`src/rtl/tdsf_div.sv`:
```
// ----------------------------------------------------------------------------
// tdsf_div
// signed by unsigned restoring divider, one quotient bit per cycle,
// quotient truncated toward zero
// ----------------------------------------------------------------------------
module tdsf_div #(
   parameter int NUM_W = 35,
   parameter int DEN_W = 11
) (
   input  logic                    clock,
   input  logic                    reset,
   input  logic                    start,
   input  logic signed [NUM_W-1:0] dividend,
   input  logic [DEN_W-1:0]        divisor,
   output logic                    done,
   output logic signed [NUM_W-1:0] quotient
);

   localparam int CNT_W = $clog2(NUM_W + 1);

   logic             busy_ff, busy_in;
   logic             done_ff, done_in;
   logic [CNT_W-1:0] cnt_ff, cnt_in;
   logic             neg_ff, neg_in;
   logic [NUM_W-1:0] quo_ff, quo_in;
   logic [DEN_W-1:0] rem_ff, rem_in;
   logic [DEN_W-1:0] den_ff, den_in;
   logic [DEN_W:0]   trial;

   always_comb begin
      busy_in = busy_ff;
      done_in = 1'b0;
      cnt_in  = cnt_ff;
      neg_in  = neg_ff;
      quo_in  = quo_ff;
      rem_in  = rem_ff;
      den_in  = den_ff;
      trial   = {rem_ff, quo_ff[NUM_W-1]};
      if (start) begin
         busy_in = 1'b1;
         cnt_in  = CNT_W'(NUM_W);
         neg_in  = dividend[NUM_W-1];
         quo_in  = dividend[NUM_W-1] ? NUM_W'(-dividend) : NUM_W'(dividend);
         rem_in  = '0;
         den_in  = divisor;
      end else if (busy_ff) begin
         if (trial >= {1'b0, den_ff}) begin
            rem_in = DEN_W'(trial - {1'b0, den_ff});
            quo_in = {quo_ff[NUM_W-2:0], 1'b1};
         end else begin
            rem_in = trial[DEN_W-1:0];
            quo_in = {quo_ff[NUM_W-2:0], 1'b0};
         end
         cnt_in = cnt_ff - CNT_W'(1);
         if (cnt_ff == CNT_W'(1)) begin
            busy_in = 1'b0;
            done_in = 1'b1;
         end
      end
   end

   always_ff @(posedge clock) begin
      if (reset) begin
         busy_ff <= 1'b0;
         done_ff <= 1'b0;
         cnt_ff  <= '0;
      end else begin
         busy_ff <= busy_in;
         done_ff <= done_in;
         cnt_ff  <= cnt_in;
      end
      neg_ff <= neg_in;
      quo_ff <= quo_in;
      rem_ff <= rem_in;
      den_ff <= den_in;
   end

   assign done     = done_ff;
   assign quotient = neg_ff ? -$signed(quo_ff) : $signed(quo_ff);

endmodule

```
`config.mk`:
```
export PLATFORM = sky130hd
export DESIGN_NAME = tdsf_div
export DESIGN_NICKNAME = d
export VERILOG_FILES = /design/src/rtl/tdsf_div.sv
export SDC_FILE = /design/constraint.sdc
export NUM_CORES = 1
export LEC_CHECK = 0
export ABC_AREA = 1
export BUFFER_PORTS_ARGS = -buffer_cell sky130_fd_sc_hd__buf_2
export CAP_MARGIN = 0
export CORE_MARGIN = 3
export CORE_UTILIZATION = 57
export DETAILED_ROUTE_END_ITERATION = 8
export MAX_ROUTING_LAYER = met4
export PLACE_DENSITY_LB_ADDON = 0.15
export SLEW_MARGIN = 20
export SYNTH_ARGS = -nofsm -noshare
export SYNTH_HDL_FRONTEND = slang
export SYNTH_SLANG_ARGS = --single-unit
```
`constraint.sdc`:
```
create_clock -name clock -period 2.7 [get_ports clock]
set_input_delay 0.405 -clock clock [delete_from_list [all_inputs] [get_ports clock]]
set_output_delay 0.405 -clock clock [all_outputs]
set_load 0.01 [all_outputs]
```
==> summary.md, run 1 <==
| Metric | Value |
|---|---|
| Ys flop type | edfxtp_1 |
| Logic pwr share | 0.274 |
| Synth cell count leaders | nand2_1, nor2_1, inv_1 |
| Post-synth EDFFs | 47 |
| Critical Path Start | quo_ff[0] |
| GRT Overall Usage | 0.2870 |
| Antenna violations before repair | 0 |
| VDD IR max | 0.2644 mV |
| P_leak | 0.002956 uW |
| Hold path cells | 1 |
| Placement Setup Slack | 176.6 ps |
| Max-cap violations | 0 |
| Latest clock arrival within the worst-skew pair | 350 ps |
| Sink Count | 66 |
| R2r worst-path depth | 10 |
| Die Area | 10,820 sq um |
| Fillers | 883 |
| Distinct cells, synth | 43 |
| Slew Limit Fails | 0 |
| Layout Nets | 968 |
| Area delta synth->final | 14.48% |
| Ys Warns | 0 |
| Worst EP arrival | 2130 ps |
| Fin. Hold Viols | 0 |
| Clock transition at the registers of the reported paths | 90 ps |
| Area after DPL | 6038 sq um |
| First-pass iteration count of the detailed router | 5 |
| CTS tree | yes |
| Pwr dens | 474.7 nW/um^2 |
| Ys async rst share | 0 |
| Global route total overflow | 0 |
| Sequential fraction of design power | 0.429 |
| Initial drt markers | 422 |
| Crit. End Element | primary output |
| First-pass GRT wire length | 24.83 mm |
| Hold_buf cts | 0 |
| Drt wl/cell | 14.79 um |
| Internal power | 1939 uW |
| Die width | 104.0 um |
| I/O Buffers | 84 |
| Outcome | finished clean |
| Seq cells post-synth | 66 |
| FMAX | 393.9 MHz |
| Seq/Total Area, Yosys | 0.3272 |
| Max FO, Critical Path | 4 |
| Worst-margin pin slew | 518.1 ps |
| Worst Setup Start Kind | register |
| Starting Density | 0.5899 |
| Worst setup margin | 161.2 ps |
| Setup CP Type | register to primary output |
| Diode count | 0 |
| Synth Cell Area | 5477 sq um |
| Synth top area share | 0.2577 |
| Final WL | 15.34 mm |
| Final setup fails | 0 |
| Min-Delay Startpoint | divisor[8] |
| Area contributors post-synth | edfxtp_1, nand2_1, nand3_1 |
| Core region area | 9284 sq um |
| Leading area contributor after synthesis | edfxtp_1 |
| Largest net degree at the start of global routing | 46 |
| Final instance area | 6270 sq um |
| Die height | 104.0 um |
| Count leader, synth | nand2_1 |
| Via/cell ratio | 5.493 |
| Number of global-route vias before repair | 5,265 |
| Net Sw Power | 1037 uW |
| Root buffer cell | clkbuf_8 |
| Clock power frac | 0.297 |
| FF-to-FF Start | quo_ff[34] |
| Share of layout cells above drive strength 1 | 0.1608 |
| Syn_area_per_cell | 6.679 sq um |
| Row count | 35 |
| Final core occ | 0.6753 |
| DRC | 0 |
| Post-synth net total | 885 |
| Worst hold slack | 222.7 ps |
| H-tree depth | 3 |
| Final Cycle Share | 0.9403 |
| Sw frac | 0.3484 |
| Post-CTS Setup Repair Bufs | 0 |
| Hold Path Class | input pin to register |
| Dpl hpwl | 12.06 mm |
| CP Data Required Time | 2300 ps |
| Slew HR | 0.6546 |
| Cells after Synth | 820 |
| RD Place Congestion | 0.9639 |
| TritonCTS buffer count | 9 |
| Clk buf depth | 2 |
| Fin crit period | 2539 ps |
| Via Count | 5,696 |
| Clock Skew | 12.80 ps |
| I/O Pins | 85 |
| Total chip power | 2976 uW |
| Antenna viol nets, final | 0 |
==> per-layer routing <==
metal,track usage,share of wire,vias to the layer above
met5,-,0,-
met1,0.3809,0.44,2577
met4,0.06933,0.018,0
met3,0.03414,0.072,28
met2,0.4721,0.47,256
li1,-,-,2835
==> sequential cells by signal, summed over array words and instances, names as in the netlist <==
register	cells
rem_ff	11
den_ff	11
quo_ff	35
cnt_ff	6
done	1
busy_ff	1
neg_ff	1
==> power groups by stage <==
stage               registers [uW]  logic, uW  clock network [uW]
floorplan                     1270        521                   0
global placement              1290        784                   0
detailed placement            1300        801                   0
CTS                           1270        805                 890
global route                  1290        902                 945
finish                        1280        815                 884
==> cells in the final DEF (no fill, tap or decap), types with 2 or more instances in the layout <==
master,n
nor2_2,8
a31oi_1,6
inv_2,5
clkbuf_16,2
xor2_1,34
nor2_4,5
nand3b_1,2
inv_6,2
o21ai_1,17
nand2_2,4
a21boi_0,2
o21ai_0,35
clkinvlp_4,2
nand4_1,28
nand2_1,238
nor3_2,2
xnor2_1,10
o31ai_1,3
buf_4,12
nor3_1,8
a21o_1,4
nand3_1,77
ha_1,14
nor4_1,2
o22ai_1,2
clkbuf_8,9
or2_2,2
buf_2,84
inv_1,99
a21oi_1,9
and2_1,2
edfxtp_1,47
dfxtp_1,19
nor2_1,99
==> worst paths after layout <==
| path | to | slack (ps) |
|---|---|---|
| min reg2reg | rem_ff[5] | 480 |
| max reg2reg | quo_ff[0] | 400 |
| min | den_ff[8] | 220 |
| max | quotient[32] | 160 |
==> cell type report <==
| class | count | area, sq um | area share |
|---|---|---|---|
| well taps | 129 | 161.4 | 0.02574 |
| repair buffers | 96 | 510.5 | 0.08142 |
| inverters | 104 | 390.4 | 0.06226 |
| clock inverters | 5 | 41.29 | 0.006586 |
| flip-flops and latches | 66 | 1792 | 0.2858 |
| multi-input cells | 626 | 3201 | 0.5105 |
| clock buffers | 11 | 173.9 | 0.02774 |
==> critical path: stages, from the launching register on <==
cell,delay (ps)
edfxtp_1,390
inv_1,130
ha_2,260
inv_2,80
nor3_4,230
nand3_1,150
nand2_1,150
nand3_1,100
xor2_1,160
buf_2,140
==> metrics by stage <==
| stage | cells | TNS [ps] |
|---|---|---|
| 2_1_floorplan | 820 | 0 |
| 6_report | 1037 | 0 |
| 3_3_place_gp | 1021 | 0 |
| 4_1_cts | 1037 | 0 |
| 5_1_grt | 1037 | -9.544 |
| 3_5_place_dp | 1021 | 0 |
==> cells by family after synthesis <==
| family | count (synthesis) | share of synthesized area |
|---|---|---|
| and+or+nand+nor | 483 | 0.3868 |
| adders and majority gates | 16 | 0.03793 |
| xor gates and xnor gates | 44 | 0.07037 |
| AOI/OAI and AO/OA | 83 | 0.08636 |
| buffers and inverters | 128 | 0.09139 |
| DFF | 66 | 0.3272 |
==> timing repair <==
action,CTS,global route
endpoints found under the setup margin,8,9
resized for setup,1,3
endpoints found under the hold margin,0,0
Power figures use the tool's default switching activity.
==> run 2: changes to the inputs <==
--- a/config.mk
+++ b/config.mk
@@ -6,7 +6,7 @@
 export NUM_CORES = 1
 export LEC_CHECK = 0
 export ABC_AREA = 1
-export BUFFER_PORTS_ARGS = -buffer_cell sky130_fd_sc_hd__buf_2
+export BUFFER_PORTS_ARGS = -buffer_cell sky130_fd_sc_hd__clkbuf_2
 export CAP_MARGIN = 0
 export CORE_MARGIN = 3
 export CORE_UTILIZATION = 57
==> summary.md, run 2 (synthesis results as in run 1) <==
| Metric | Value |
|---|---|
| Outcome | finished clean |
| Largest Register | quo_ff |
| CP Data Required Time | 2300 ps |
| Slew HR | 0.6267 |
| Final Non-Filler Cells | 1,037 |
| Share of layout cells above drive strength 1 | 0.1619 |
| Die height | 104.0 um |
| Fin. Hold Viols | 0 |
| Commonest non-fill, non-tap cells in the layout | nand2_1, nor2_1, inv_1, clkbuf_2, nand3_1 |
| Crit. End Element | primary output |
| Clock Skew | 11.32 ps |
| Initial drt markers | 298 |
| Clock transition at the registers of the reported paths | 90 ps |
| Via Count | 5,589 |
| Max-cap violations | 0 |
| Clk buf depth | 2 |
| I/O Buffers | 84 |
| Latest clock arrival within the worst-skew pair | 350 ps |
| Row count | 35 |
| Area after DPL | 6038 sq um |
| Via/cell ratio | 5.390 |
| Layout Nets | 968 |
| Pwr dens | 470.0 nW/um^2 |
| Drt wl/cell | 14.78 um |
| Final Cycle Share | 0.9341 |
| First-pass iteration count of the detailed router | 6 |
| P_leak | 0.002973 uW |
| FMAX | 396.5 MHz |
| Most common cell after layout, fill and taps aside | nand2_1 |
| Worst Setup Start Kind | register |
| Die Area | 10,820 sq um |
| GRT Overall Usage | 0.2973 |
| Antenna violations before repair | 0 |
| Internal power | 1893 uW |
| Dpl hpwl | 12.07 mm |
| RD Place Congestion | 0.9491 |
| Area delta synth->final | 14.26% |
| Largest registers | quo_ff x35, den_ff x11, rem_ff x11 |
| Worst-margin pin slew | 559.4 ps |
| Diode count | 0 |
| Max FO, Critical Path | 4 |
| Root buffer cell | clkbuf_8 |
| First-pass GRT wire length | 25.66 mm |
| Setup CP Type | register to primary output |
| I/O Pins | 85 |
| H-tree depth | 3 |
| Slew Limit Fails | 0 |
| Hold_buf cts | 0 |
| Die width | 104.0 um |
| Final setup fails | 0 |
| Net Sw Power | 1048 uW |
| Clock power frac | 0.290 |
| Sw frac | 0.3564 |
| Largest net degree at the start of global routing | 35 |
| Post-CTS Setup Repair Bufs | 0 |
| Final core occ | 0.6740 |
| Fillers | 887 |
| Worst EP arrival | 2120 ps |
| Hold Path Class | input pin to register |
| Core region area | 9284 sq um |
| DRC | 0 |
| Number of global-route vias before repair | 5,430 |
| Sequential fraction of design power | 0.432 |
| Fin crit period | 2522 ps |
| VDD IR max | 0.2884 mV |
| Number of flip-flops under the largest register name | 35 |
| TritonCTS buffer count | 9 |
| Multi-input logic area | 3202 sq um |
| Post-Place Cells | 1,021 |
| Sink Count | 66 |
| TNS Setup | 0 ps |
| Starting Density | 0.5899 |
| Reg area | 1792 sq um |
| Antenna viol nets, final | 0 |
| CTS tree | yes |
| Final instance area | 6257 sq um |
| Final WL | 15.33 mm |
| Logic pwr share | 0.278 |
| Global route total overflow | 0 |
## run 2: routing by layer
metal	GRT usage	wire length [um]	vias to the layer above
met5	-	0	-
met3	0.06207	1155	24
met4	0.09022	303	0
met1	0.3843	6857	2507
li1	-	-	2839
met2	0.4726	7012	219
## run 2: power by group through the flow
stage | Sequential [uW] | Clock (uW) | Combinational (uW)
2_1_floorplan | 1270 | 0 | 521
3_3_place_gp | 1290 | 0 | 792
3_5_place_dp | 1290 | 0 | 804
4_1_cts | 1270 | 863 | 809
5_1_grt | 1280 | 925 | 909
6_report | 1270 | 853 | 817
## run 2: layout make-up
cell class                 instances  share of cell area
clock buffer                      10             0.02380
clock inverter                     6            0.008398
inverter                         104             0.06239
multi-input combinational        626              0.5117
sequential                        66              0.2863
tap                              129             0.02579
timing repair buffer              96             0.08158
## run 2: what timing repair did
action                                  in CTS  in global routing
endpoints found under the setup margin       1                  7
gates resized for setup                      2                  3
endpoints found under the hold margin        0                  0
## run 2: worst paths after layout
check                                start           end  slack (ps)  cells past startpoint
worst min register to register   rem_ff[7]     rem_ff[7]         480                      2
worst max register to register  quo_ff[34]     quo_ff[0]         450                     10
worst max-delay path             quo_ff[0]  quotient[32]         180                     10
worst min-delay path            divisor[7]     den_ff[7]         210                      1
## run 2: metrics by stage
stage	power [uW]	setup slack [ps]	hold slack [ps]
2_1_floorplan	1789	739.3	448.0
3_3_place_gp	2079	470.7	462.7
3_5_place_dp	2095	400.8	462.5
4_1_cts	2940	64.98	208.8
5_1_grt	3117	-1.938	201.8
6_report	2941	177.8	214.9
## run 2: worst max-delay path, stage by stage (launching register included)
cell and delay [ps]:
edfxtp_1 420, inv_2 120, ha_4 180, inv_2 50, nor3_1 140, buf_4 160
nand3_1 140, nand2_2 120, nand3_1 80, xor2_1 180, clkbuf_2 160
==> run 3: changes to the inputs <==
--- a/config.mk
+++ b/config.mk
@@ -9,7 +9,7 @@
 export BUFFER_PORTS_ARGS = -buffer_cell sky130_fd_sc_hd__clkbuf_2
 export CAP_MARGIN = 0
 export CORE_MARGIN = 3
-export CORE_UTILIZATION = 57
+export CORE_UTILIZATION = 58
 export DETAILED_ROUTE_END_ITERATION = 8
 export MAX_ROUTING_LAYER = met4
 export PLACE_DENSITY_LB_ADDON = 0.15
==> summary.md, run 3 (synthesis results as in run 1) <==
| Metric | Value |
|---|---|
| Outcome | finished clean |
| Antenna viol nets, final | 0 |
| Final WL | 15.36 mm |
| Area delta synth->final | 14.85% |
| VDD IR max | 0.2788 mV |
| Logic pwr share | 0.269 |
| Max-cap violations | 0 |
| Diode count | 0 |
| Met3 Use GR | 0.07042 |
| Die Area | 10,640 sq um |
| GRT Overall Usage | 0.3069 |
| FF-to-FF Start | quo_ff[34] |
| Final instance area | 6290 sq um |
| Starting Density | 0.6130 |
| Worst EP arrival | 2120 ps |
| Global route total overflow | 0 |
| Slew HR | 0.3190 |
| Met2 Usage GRT | 0.4613 |
| Worst-margin pin slew | 1018 ps |
| R2r worst-path depth | 10 |
| Die height | 103.2 um |
| Latest clock arrival within the worst-skew pair | 370 ps |
| Sw frac | 0.3410 |
| Drt wl/cell | 15.10 um |
| Core region area | 8934 sq um |
| Fin crit period | 2522 ps |
| DRC | 0 |
| Root buffer cell | clkbuf_8 |
| Sink Count | 66 |
| Most common cell after layout, fill and taps aside | nand2_1 |
| Final Cycle Share | 0.9341 |
| Largest Register | quo_ff |
| Initial drt markers | 407 |
| CP Data Required Time | 2300 ps |
| Dpl hpwl | 12.06 mm |
| Final Non-Filler Cells | 1,017 |
| Hold_buf cts | 0 |
| Largest net degree at the start of global routing | 39 |
| Fin. Hold Viols | 0 |
| Die width | 103.2 um |
| Via/cell ratio | 5.517 |
| I/O Pins | 85 |
| Via Count | 5,611 |
| Row count | 34 |
| Largest registers | quo_ff x35, den_ff x11, rem_ff x11 |
| Hold Path Class | input pin to register |
| H-tree depth | 3 |
| Placement Setup Slack | 385.7 ps |
| Clock power frac | 0.320 |
| Pwr dens | 492.3 nW/um^2 |
| Min-Delay Startpoint | divisor[6] |
| I/O Buffers | 84 |
| RD Place Congestion | 0.9861 |
| Max FO, Critical Path | 3 |
| WHS Endpoint | den_ff[6] |
| Area after DPL | 5995 sq um |
| Hold path cells | 1 |
| Share of layout cells above drive strength 1 | 0.1628 |
| Slew Limit Fails | 0 |
| Worst setup margin | 177.8 ps |
| Crit. End Element | primary output |
| Commonest non-fill, non-tap cells in the layout | nand2_1, inv_1, nor2_1, clkbuf_2, nand3_1 |
| Number of flip-flops under the largest register name | 35 |
| First-pass GRT wire length | 24.79 mm |
| Flop2flop setup slack | 450 ps |
| Antenna violations before repair | 0 |
| Final setup fails | 0 |
| Internal power | 2041 uW |
| Net Sw Power | 1056 uW |
| TritonCTS buffer count | 9 |
| First-pass iteration count of the detailed router | 5 |
| Clk buf depth | 2 |
| Clock transition at the registers of the reported paths | 90 ps |
| Number of global-route vias before repair | 5,171 |
| Worst Setup Start Kind | register |
| GRT busiest layer | met2 |
| CTS tree | yes |
| FMAX | 396.5 MHz |
| Met1 GRT Util | 0.4153 |
| Setup CP Type | register to primary output |
| Post-Place Cells | 996 |
| Layout Nets | 969 |
| P_leak | 0.003000 uW |
| Clock Skew | 16.26 ps |
| Worst R2R End | quo_ff[0] |
| Sequential fraction of design power | 0.411 |
==> run 3: metrics by stage <==
| step | total power, uW | utilization | hold WS [ps] | TNS (ps) |
|---|---|---|---|---|
| 2_1_floorplan | 1789 | - | 448.0 | 0 |
| 3_3_place_gp | 2076 | 0.6710 | 461.5 | 0 |
| 3_5_place_dp | 2094 | 0.6710 | 462.9 | 0 |
| 4_1_cts | 3082 | 0.6983 | 194.3 | 0 |
| 5_1_grt | 3262 | 0.7041 | 191.6 | -31.93 |
| 6_report | 3097 | 0.7041 | 202.1 | 0 |
==> run 3: critical path: stages, from the launching register on <==
cell      delay, ps
edfxtp_1        490
inv_2           140
nand4_1         190
nor2_1          190
nand2_1          70
nor2_1          190
nand3_1         100
nand2_1          80
nand2_1          50
nand2_1         120
clkbuf_2        150
==> run 3: worst max path at each step <==
stage	from	end	slack [ps]	cells past startpoint
floorplan	quo_ff[0]	quotient[32]	740	8
global placement	quo_ff[0]	quotient[32]	460	9
detailed placement	quo_ff[0]	quotient[32]	390	9
CTS	quo_ff[0]	quotient[32]	80	9
global route	quo_ff[9]	quotient[34]	-30	10
finish	quo_ff[2]	quotient[34]	180	10
==> run 3: power groups by stage <==
stage,clock network [uW],logic [uW],registers (uW)
final,991,832,1270
after global routing,1050,925,1280
after CTS,1000,807,1270
after detailed placement,0,800,1290
after global placement,0,785,1290
after floorplan,0,521,1270
==> run 3: layout make-up <==
| type | instances | area (sq um) |
|---|---|---|
| tap | 108 | 135.1 |
| clock inverter | 5 | 65.06 |
| sequential | 66 | 1792 |
| clock buffer | 11 | 173.9 |
| inverter | 104 | 390.4 |
| timing repair buffer | 97 | 530.5 |
| multi-input combinational | 626 | 3203 |
| fill | 809 | 2644 |
==> run 3: layer usage <==
layer,routed length (um),part of all wire
met5,0,0
met3,1471,0.096
met4,293,0.019
met1,6773,0.44
met2,6821,0.44
==> run 3: repair_timing <==
item                                    in CTS  in global routing
setup buffers                                0                  5
endpoints found under the setup margin       2                  3
gates resized for setup                      1                  4
